File: src/rtl/core/vehicle_mission_sequencer_top_macros.svh
// assertion macros shared by the mission sequencer rtl
`ifndef VEHICLE_MISSION_SEQUENCER_TOP_MACROS_SVH
`define VEHICLE_MISSION_SEQUENCER_TOP_MACROS_SVH

// cond must hold on the same edge as trig
`define VMS_ASSERT_SAME(label, clk, rst, trig, cond) \
   label: assert property (@(posedge clk) disable iff (rst) (trig) |-> (cond)) \
      else $error("vms assertion failed");

// cond must hold on the edge after trig
`define VMS_ASSERT_NEXT(label, clk, rst, trig, cond) \
   label: assert property (@(posedge clk) disable iff (rst) (trig) |=> (cond)) \
      else $error("vms assertion failed");

`endif

File: src/rtl/core/vms_pkg.sv
// types, codes and constants of the vehicle mission sequencer
package vms_pkg;

   // mission states
   localparam logic [2:0] ST_WAIT  = 3'd0;
   localparam logic [2:0] ST_RUN   = 3'd1;
   localparam logic [2:0] ST_BUZZ  = 3'd2;
   localparam logic [2:0] ST_DONE  = 3'd3;
   localparam logic [2:0] ST_FAULT = 3'd4;

   // fault kinds
   localparam logic [2:0] FK_NONE    = 3'd0;
   localparam logic [2:0] FK_CHASSIS = 3'd1;
   localparam logic [2:0] FK_SENSOR  = 3'd2;
   localparam logic [2:0] FK_BUSY    = 3'd3;
   localparam logic [2:0] FK_ROUTE   = 3'd4;

   // stop levels
   localparam logic [1:0] STOP_NONE   = 2'd0;
   localparam logic [1:0] STOP_BRAKE  = 2'd1;
   localparam logic [1:0] STOP_MOTION = 2'd2;
   localparam logic [1:0] STOP_ALL    = 2'd3;

   // start outcomes
   localparam logic [1:0] OUTCOME_OK     = 2'd0;
   localparam logic [1:0] OUTCOME_SENSOR = 2'd1;

   // configuration register indexes
   localparam int unsigned CSR_INDEX_WIDTH = 1;
   localparam int unsigned CSR_DATA_WIDTH  = 16;
   localparam logic [CSR_INDEX_WIDTH-1:0] CSR_RELEASE_CONFIRM = 1'd0;
   localparam logic [CSR_INDEX_WIDTH-1:0] CSR_ARRIVAL_BUZZ    = 1'd1;

   // configuration reset values
   localparam logic [7:0]  RELEASE_CONFIRM_RESET = 8'd10;
   localparam logic [15:0] ARRIVAL_BUZZ_RESET    = 16'd1000;

   typedef struct packed {
      logic [7:0]  release_confirm_ticks;
      logic [15:0] arrival_buzz_ms;
   } vms_cfg_type;

   typedef struct packed {
      logic [31:0] now_ms;
      logic        start_key_down;
      logic        abort_key_down;
      logic        start_key_edge;
      logic        abort_key_edge;
      logic        route_info_ok;
      logic        route_at_goal;
      logic        route_failed;
      logic        follower_running;
      logic [7:0]  chassis_fault_code;
      logic [1:0]  start_outcome;
   } vms_item_type;

   typedef struct packed {
      logic [2:0]  cur_state;
      logic [2:0]  cur_fault;
      logic        keys_ready;
      logic [7:0]  release_count;
      logic [31:0] enter_time;
      logic [31:0] change_count;
      logic [1:0]  start_result;
      logic        buzz_level;
   } vms_state_type;

   typedef struct packed {
      logic [2:0]  mission_state;
      logic [2:0]  fault_kind;
      logic        armed;
      logic        buzzer_on;
      logic        start_request;
      logic [1:0]  stop_action;
      logic        clear_chassis_fault;
      logic [31:0] state_age_ms;
      logic [31:0] transitions;
      logic [1:0]  last_start_status;
   } vms_result_type;

endpackage

File: src/rtl/core/vms_step.sv
// one tick of the mission sequencer: next state and result beat from one item
module vms_step
   import vms_pkg::*;
(
   input  vms_cfg_type    cfg,
   input  vms_state_type  cur,
   input  vms_item_type   item,
   output vms_state_type  nxt,
   output vms_result_type res
);

   logic        arrived;
   logic        failed;
   logic        start_edge;
   logic        abort_edge;
   logic        active;
   logic        start_req;
   logic        clear_req;
   logic [1:0]  stop_level;
   logic [31:0] elapsed;
   logic [7:0]  count_inc;
   logic [2:0]  fault_kind;

   always_comb begin
      nxt        = cur;
      start_req  = 1'b0;
      clear_req  = 1'b0;
      stop_level = STOP_NONE;
      count_inc  = cur.release_count;
      fault_kind = FK_NONE;
      elapsed    = item.now_ms - cur.enter_time;

      // invalid route info reads as not arrived, failed
      arrived = item.route_at_goal & item.route_info_ok;
      failed  = item.route_failed | ~item.route_info_ok;

      // edges count only once keys were armed before this tick
      start_edge = item.start_key_edge & cur.keys_ready;
      abort_edge = item.abort_key_edge & cur.keys_ready;

      // key arming: both released for the confirm count
      if (!cur.keys_ready) begin
         if (!item.start_key_down && !item.abort_key_down) begin
            if (cur.release_count < cfg.release_confirm_ticks) begin
               count_inc = cur.release_count + 8'd1;
            end
            if (count_inc >= cfg.release_confirm_ticks) begin
               nxt.keys_ready    = 1'b1;
               nxt.release_count = '0;
            end else begin
               nxt.release_count = count_inc;
            end
         end else begin
            nxt.release_count = '0;
         end
      end
      active = nxt.keys_ready;

      if (active && abort_edge) begin
         // abort: stop everything, back to waiting, disarm
         nxt.buzz_level    = 1'b0;
         stop_level        = STOP_ALL;
         clear_req         = (item.chassis_fault_code != 8'd0);
         nxt.cur_fault     = FK_NONE;
         nxt.start_result  = OUTCOME_OK;
         nxt.cur_state     = ST_WAIT;
         nxt.keys_ready    = 1'b0;
         nxt.release_count = '0;
      end else if (active) begin
         case (cur.cur_state)
            ST_WAIT, ST_DONE: begin
               if (cur.cur_state == ST_DONE) begin
                  stop_level = STOP_BRAKE;
               end
               if (start_edge) begin
                  // start attempt
                  nxt.buzz_level = 1'b0;
                  nxt.cur_fault  = FK_NONE;
                  if (item.chassis_fault_code != 8'd0) begin
                     fault_kind = FK_CHASSIS;
                  end else begin
                     start_req        = 1'b1;
                     nxt.start_result = item.start_outcome;
                     if (item.start_outcome == OUTCOME_OK) begin
                        nxt.cur_state = ST_RUN;
                     end else if (item.start_outcome == OUTCOME_SENSOR) begin
                        fault_kind = FK_SENSOR;
                     end else begin
                        fault_kind = FK_BUSY;
                     end
                  end
               end
            end
            ST_RUN: begin
               if (arrived) begin
                  stop_level     = STOP_MOTION;
                  nxt.buzz_level = 1'b1;
                  nxt.cur_state  = ST_BUZZ;
               end else if (item.chassis_fault_code != 8'd0) begin
                  fault_kind = FK_CHASSIS;
               end else if (failed || !item.follower_running) begin
                  fault_kind = FK_ROUTE;
               end
            end
            ST_BUZZ: begin
               stop_level = STOP_BRAKE;
               if (elapsed >= {16'd0, cfg.arrival_buzz_ms}) begin
                  nxt.buzz_level = 1'b0;
                  nxt.cur_state  = ST_DONE;
               end
            end
            ST_FAULT: begin
               nxt.buzz_level = 1'b0;
               stop_level     = STOP_BRAKE;
            end
            default: begin
               fault_kind = FK_ROUTE;
            end
         endcase

         // fault entry
         if (fault_kind != FK_NONE) begin
            nxt.cur_fault  = fault_kind;
            nxt.buzz_level = 1'b0;
            stop_level     = STOP_ALL;
            nxt.cur_state  = ST_FAULT;
         end
      end

      // state change bookkeeping
      if (nxt.cur_state != cur.cur_state) begin
         elapsed          = '0;
         nxt.enter_time   = item.now_ms;
         nxt.change_count = cur.change_count + 32'd1;
      end

      res.mission_state       = nxt.cur_state;
      res.fault_kind          = nxt.cur_fault;
      res.armed               = nxt.keys_ready;
      res.buzzer_on           = nxt.buzz_level;
      res.start_request       = start_req;
      res.stop_action         = stop_level;
      res.clear_chassis_fault = clear_req;
      res.state_age_ms        = elapsed;
      res.transitions         = nxt.change_count;
      res.last_start_status   = nxt.start_result;
   end

endmodule

File: src/rtl/core/vehicle_mission_sequencer_top.sv
// top level of the vehicle mission sequencer: handshakes, state and result registers
//
//   channel | direction | handshake             | contents
//   req_    | in        | req_valid / req_ready | one control tick snapshot
//   rsp_    | out       | rsp_valid / rsp_ready | mission state and commands
//   csr_    | in        | csr_write_enable      | confirm ticks, buzzer time
//
// one beat per cycle sustained while rsp_ready is high; a beat passes from req to rsp through
// the input register, then the tick logic into the result register
// the tick logic updates mission state when a beat moves into the result register
// a stalled rsp holds the result; the input register still takes one more beat
// synchronous active-high reset clears mission state and both valid flags
`include "vehicle_mission_sequencer_top_macros.svh"

module vehicle_mission_sequencer_top
   import vms_pkg::*;
(
   input  logic                       clock,
   input  logic                       reset,
   input  logic                       req_valid,
   output logic                       req_ready,
   input  logic [31:0]                req_now_ms,
   input  logic                       req_start_key_down,
   input  logic                       req_abort_key_down,
   input  logic                       req_start_key_edge,
   input  logic                       req_abort_key_edge,
   input  logic                       req_route_info_ok,
   input  logic                       req_route_at_goal,
   input  logic                       req_route_failed,
   input  logic                       req_follower_running,
   input  logic [7:0]                 req_chassis_fault_code,
   input  logic [1:0]                 req_start_outcome,
   output logic                       rsp_valid,
   input  logic                       rsp_ready,
   output logic [2:0]                 rsp_mission_state,
   output logic [2:0]                 rsp_fault_kind,
   output logic                       rsp_armed,
   output logic                       rsp_buzzer_on,
   output logic                       rsp_start_request,
   output logic [1:0]                 rsp_stop_action,
   output logic                       rsp_clear_chassis_fault,
   output logic [31:0]                rsp_state_age_ms,
   output logic [31:0]                rsp_transitions,
   output logic [1:0]                 rsp_last_start_status,
   input  logic                       csr_write_enable,
   input  logic [CSR_INDEX_WIDTH-1:0] csr_index,
   input  logic [CSR_DATA_WIDTH-1:0]  csr_write_data
);

   vms_cfg_type    cfg_ff;
   vms_cfg_type    cfg_in;
   vms_state_type  state_ff;
   vms_state_type  state_in;
   vms_item_type   item_ff;
   vms_item_type   req_item;
   vms_result_type result_ff;
   vms_result_type result_in;
   logic           in_valid_ff;
   logic           out_valid_ff;
   logic           advance;

   // pack the request beat
   assign req_item = '{
      now_ms:             req_now_ms,
      start_key_down:     req_start_key_down,
      abort_key_down:     req_abort_key_down,
      start_key_edge:     req_start_key_edge,
      abort_key_edge:     req_abort_key_edge,
      route_info_ok:      req_route_info_ok,
      route_at_goal:      req_route_at_goal,
      route_failed:       req_route_failed,
      follower_running:   req_follower_running,
      chassis_fault_code: req_chassis_fault_code,
      start_outcome:      req_start_outcome
   };

   // handshake control
   assign advance   = in_valid_ff && (!out_valid_ff || rsp_ready);
   assign req_ready = !in_valid_ff || advance;
   assign rsp_valid = out_valid_ff;

   // configuration write decode
   always_comb begin
      cfg_in = cfg_ff;
      if (csr_write_enable) begin
         case (csr_index)
            CSR_RELEASE_CONFIRM: cfg_in.release_confirm_ticks = csr_write_data[7:0];
            CSR_ARRIVAL_BUZZ:    cfg_in.arrival_buzz_ms       = csr_write_data[15:0];
            default:             cfg_in = cfg_ff;
         endcase
      end
   end

   always_ff @(posedge clock) begin
      if (reset) begin
         cfg_ff.release_confirm_ticks <= RELEASE_CONFIRM_RESET;
         cfg_ff.arrival_buzz_ms       <= ARRIVAL_BUZZ_RESET;
      end else begin
         cfg_ff <= cfg_in;
      end
   end

   // tick logic
   vms_step u_step (
      .cfg  (cfg_ff),
      .cur  (state_ff),
      .item (item_ff),
      .nxt  (state_in),
      .res  (result_in)
   );

   // input register
   always_ff @(posedge clock) begin
      if (reset) begin
         in_valid_ff <= 1'b0;
      end else if (req_ready) begin
         in_valid_ff <= req_valid;
      end
   end

   always_ff @(posedge clock) begin
      if (req_valid && req_ready) begin
         item_ff <= req_item;
      end
   end

   // mission state
   always_ff @(posedge clock) begin
      if (reset) begin
         state_ff <= '0;
      end else if (advance) begin
         state_ff <= state_in;
      end
   end

   // result register
   always_ff @(posedge clock) begin
      if (reset) begin
         out_valid_ff <= 1'b0;
      end else if (advance) begin
         out_valid_ff <= 1'b1;
      end else if (rsp_ready) begin
         out_valid_ff <= 1'b0;
      end
   end

   always_ff @(posedge clock) begin
      if (advance) begin
         result_ff <= result_in;
      end
   end

   assign rsp_mission_state       = result_ff.mission_state;
   assign rsp_fault_kind          = result_ff.fault_kind;
   assign rsp_armed               = result_ff.armed;
   assign rsp_buzzer_on           = result_ff.buzzer_on;
   assign rsp_start_request       = result_ff.start_request;
   assign rsp_stop_action         = result_ff.stop_action;
   assign rsp_clear_chassis_fault = result_ff.clear_chassis_fault;
   assign rsp_state_age_ms        = result_ff.state_age_ms;
   assign rsp_transitions         = result_ff.transitions;
   assign rsp_last_start_status   = result_ff.last_start_status;

   // checks
   `VMS_ASSERT_SAME(a_armed_count_clear, clock, reset, state_ff.keys_ready, state_ff.release_count == 8'd0)
   `VMS_ASSERT_NEXT(a_change_counted, clock, reset, advance && (state_in.cur_state != state_ff.cur_state), state_ff.change_count == $past(state_ff.change_count) + 32'd1)
   `VMS_ASSERT_SAME(a_buzz_only_buzz, clock, reset, out_valid_ff && result_ff.buzzer_on, result_ff.mission_state == ST_BUZZ)
   `VMS_ASSERT_SAME(a_fault_only_fault, clock, reset, out_valid_ff && (result_ff.fault_kind != FK_NONE), result_ff.mission_state == ST_FAULT)
   `VMS_ASSERT_SAME(a_start_lands, clock, reset, out_valid_ff && result_ff.start_request, (result_ff.mission_state == ST_RUN) || (result_ff.mission_state == ST_FAULT))

endmodule

File: config.mk
export PLATFORM = sky130hd
export DESIGN_NAME = vehicle_mission_sequencer_top
export DESIGN_NICKNAME = d
export VERILOG_FILES = /design/src/rtl/core/vms_pkg.sv /design/src/rtl/core/vms_step.sv /design/src/rtl/core/vehicle_mission_sequencer_top.sv
export VERILOG_INCLUDE_DIRS = /design/src /design/src/rtl/core
export SDC_FILE = /design/constraint.sdc
export NUM_CORES = 1
export LEC_CHECK = 0
export BUFFER_PORTS_ARGS = -buffer_cell sky130_fd_sc_hd__buf_4
export CAP_MARGIN = 20
export CORE_AREA = 3 3 166 249
export CTS_CLUSTER_SIZE = 12
export DETAILED_ROUTE_END_ITERATION = 10
export DIE_AREA = 0 0 169 252
export SYNTH_ARGS = -nofsm -noshare
export SYNTH_HDL_FRONTEND = slang
export SYNTH_HIERARCHICAL = 1
export SYNTH_SLANG_ARGS = --single-unit
export TNS_END_PERCENT = 10
File: constraint.sdc
create_clock -name clock -period 6.05 [get_ports clock]
set_input_delay 0.3025 -clock clock [delete_from_list [all_inputs] [get_ports clock]]
set_output_delay 0.3025 -clock clock [all_outputs]
set_load 0.01 [all_outputs]
==> results.sh <==
export IMPL_synth_main_ff_cell="edfxtp_1"
export IMPL_fillers=3770
export IMPL_path_delay_family="simple AND/OR/NAND/NOR gates"
export IMPL_cp_slowest_cell="or4_4"
export IMPL_maxCapViolCount=0
export IMPL_p_sw_frac=0.242
export IMPL_switchingPower_w=0.000941
export IMPL_h_tree_depth=1
export IMPL_arrival_ns=6.18
export IMPL_tns_ns=0
export IMPL_track_usage=0.158
export IMPL_stdcell_count=2073
export IMPL_nets=1691
export IMPL_drc=0
export IMPL_ys_async_sr_fraction=0
export IMPL_ys_ff_latch=236
export IMPL_layout_commonest_cell="nand2b_1"
export IMPL_startpoint_type="flop"
export IMPL_power_share_clock=0.418
export IMPL_clkTransAtPathRegs_ns=0.07
export IMPL_fin_util=0.424
export IMPL_end_kind="flop"
export IMPL_period_share=0.946
export IMPL_syn_num_nets=1554
export IMPL_chipHeight_um=252
export IMPL_clock_latency_ns=0.54
export IMPL_synthCells=1417
export IMPL_dp_cells=1969
export IMPL_io_pins=152
export IMPL_fmax_mhz=175
export IMPL_syn2layout_area_growth_pct=18.7
export IMPL_combPwrFrac=0.122
export IMPL_drive_above_1_share=0.143
export IMPL_synth_top_family_by_area="simple AND/OR/NAND/NOR gates"
export IMPL_critPathMaxStageDelay_ns=0.55
export IMPL_grt_pass1_wl_um=55100
export IMPL_drt_iter0_drc=562
export IMPL_clockRootBuffer="clkbuf_16"
export IMPL_path_cells="ha_1 > nor2b_1 > o2111ai_1 > nand2_1 > a31oi_1 > o21ai_0 > a21oi_1 > xnor2_1 > ha_1 > a21o_1 > nand3_1 > a21oi_1 > a211oi_1 > mux2i_1 > or3b_1 > or4_4 > nor4_4 > buf_12 > or2_1 > buf_4 > xnor2_1 > nand2b_1 > mux2i_1"
export IMPL_grt_ovfl_total=0
export IMPL_grt_pass1_vias=10452
export IMPL_vias=10684
export IMPL_numPortBuffers=151
export IMPL_layout_common_cells="169 x nand2b_1, 161 x buf_4, 128 x edfxtp_1, 108 x dfxtp_1, 101 x nand2_1"
export IMPL_setup_viol=0
export IMPL_status="completed"
export IMPL_synth_compound_area_frac=0.116
export IMPL_crit_path_max_fanout=31
export IMPL_clk_path_buf_depth=3
export IMPL_start_util=0.358
export IMPL_place_ws_ns=0.343
export IMPL_p_per_area_mw_per_mm2=233
export IMPL_seq_power_share=0.460
export IMPL_num_rows=89
export IMPL_hpwl_um=25100
export IMPL_p_int_w=0.00294
export IMPL_wirelength_um=35100
export IMPL_hold_violations=0
export IMPL_syn_area_mm2=0.0141
export IMPL_yosys_area_share_adder=0.0584
export IMPL_worstMarginPinSlew_ns=1.12
export IMPL_worstPathRequired_ns=6.50
export IMPL_synth_edff_count=128
export IMPL_syn_avg_cell_area_um2=9.92
export IMPL_num_antenna_cells=0
export IMPL_post_route_min_period_ns=5.72
export IMPL_dieArea_mm2=0.0426
export IMPL_synth_xor_area_frac=0.0355
export IMPL_synth_simple_area_share=0.204
export IMPL_path_buf_inv=2
export IMPL_core_area_mm2=0.0393
export IMPL_relSlewSlack=0.255
export IMPL_routedWlPerCell_um=16.9
export IMPL_ant_nets=0
export IMPL_synthMuxAreaShare=0.0870
export IMPL_cts_tree="done"
export IMPL_rsz0062_at_grt="false"
export IMPL_die_w_um=169
export IMPL_fin_ws_ns=0.328
export IMPL_crit_type="flop to flop"
export IMPL_skew_ns=0.0141
export IMPL_clock_sinks=236
export IMPL_slew_violations=0
export IMPL_cts_made_buffers=26
export IMPL_ys_seq_area_frac=0.427
export IMPL_ys_types=82
export IMPL_whs_ns=0.0330
export IMPL_leakagePower_nw=6.45
export IMPL_antenna_found_initial=0
export IMPL_globalplace_congestion=0.888
export IMPL_synth_warnings=6
export IMPL_viasPerCell=5.15
export IMPL_dr_pass1_iters=5
export IMPL_hp_class="input port to flop"
export IMPL_peakVddDrop_v=0.000254
export IMPL_grt_start_max_net_pins=161
-- per-stage QoR --
stage               instance area (um^2)  power (W)
floorplan                          14100    0.00210
global placement                   15200    0.00226
detailed placement                 15200    0.00226
CTS                                16700    0.00394
global route                       16700    0.00404
finish                             16700    0.00388
-- area by class of cell --
| class | instances | area [um^2] | area share |
|---|---|---|---|
| well taps | 500 | 626 | 0.0375 |
| clock buffers | 42 | 816 | 0.0489 |
| multi-input cells | 995 | 7070 | 0.424 |
| inverters | 74 | 278 | 0.0166 |
| flip-flops and latches | 236 | 6010 | 0.360 |
| repair buffers | 221 | 1840 | 0.110 |
| clock inverters | 5 | 53.8 | 0.00322 |
-- power by group through the flow --
stage | clock (W) | sequential (W) | combinational, W
after CTS | 0.00168 | 0.00179 | 0.000476
final | 0.00162 | 0.00179 | 0.000473
after global placement | 0 | 0.00182 | 0.000438
after detailed placement | 0 | 0.00182 | 0.000444
after floorplan | 0 | 0.00182 | 0.000275
after global routing | 0.00173 | 0.00179 | 0.000517
-- cell usage after synthesis (18+ instances only) --
cell,n,share of area
a21o_1,33,0.018
a21oi_1,68,0.024
and2_1,30,0.013
and3_1,23,0.010
buf_4,46,0.025
clkbuf_1,43,0.011
dfxtp_1,108,0.15
edfxtp_1,128,0.27
ha_1,64,0.057
inv_1,74,0.020
mux2_1,27,0.022
mux2i_1,84,0.060
nand2_1,101,0.027
nand2b_1,169,0.075
nand3_1,26,0.0093
nor2_1,41,0.011
nor3_1,27,0.0096
nor4_1,18,0.0080
o21ai_0,40,0.014
xnor2_1,23,0.014
xor2_1,34,0.021
-- cells by family after synthesis --
logic type | after synthesis
AOI/OAI and AO/OA | 246
xor gates and xnor gates | 57
adders and majority gates | 65
buffers and inverters | 186
DFF | 236
muxes | 118
and+or+nand+nor | 509
-- state kept, by name, summed over array words and instances (netlist names) --
name,cells
cfg_ff,24
in_valid_ff,1
item_ff,50
rsp_armed,1
rsp_buzzer_on,1
rsp_clear_chassis_fault,1
rsp_fault_kind,3
rsp_last_start_status,2
rsp_mission_state,3
rsp_start_request,1
rsp_state_age_ms,32
rsp_stop_action,2
rsp_transitions,32
rsp_valid,1
state_ff,82
-- layer usage --
layer	GRT usage	vias to the layer above	wire length (um)	share of wire
met5	0	-	0	0
met4	0.0501	0	923	0.026
met3	0.0160	49	1320	0.038
met2	0.296	247	18200	0.52
met1	0.189	5096	14700	0.42
li1	-	5292	-	-
-- path summary, 6_finish.rpt --
check	startpoint	end	slack [ns]	cells past startpoint
worst max-delay path	item_ff[19]	state_ff[3]	0.33	23
worst min-delay path	csr_write_data[2]	cfg_ff[2]	0.03	3
worst min register to register	cfg_ff[23]	cfg_ff[23]	0.45	2
worst max register to register	item_ff[19]	state_ff[3]	0.33	23
-- what timing repair did --
item                                    CTS  global route
buffers inserted                          0             0
resized for setup                         0             2
endpoints found under the setup margin    0             1
endpoints found under the hold margin    58             0
hold buffers                             57             0
-- tightest hold or removal path, stage by stage --
cell,delay [ns]
buf_4,0.12
nand2_1,0.05
a21oi_1,0.05
Note: power is estimated with default switching activity, not from simulation.
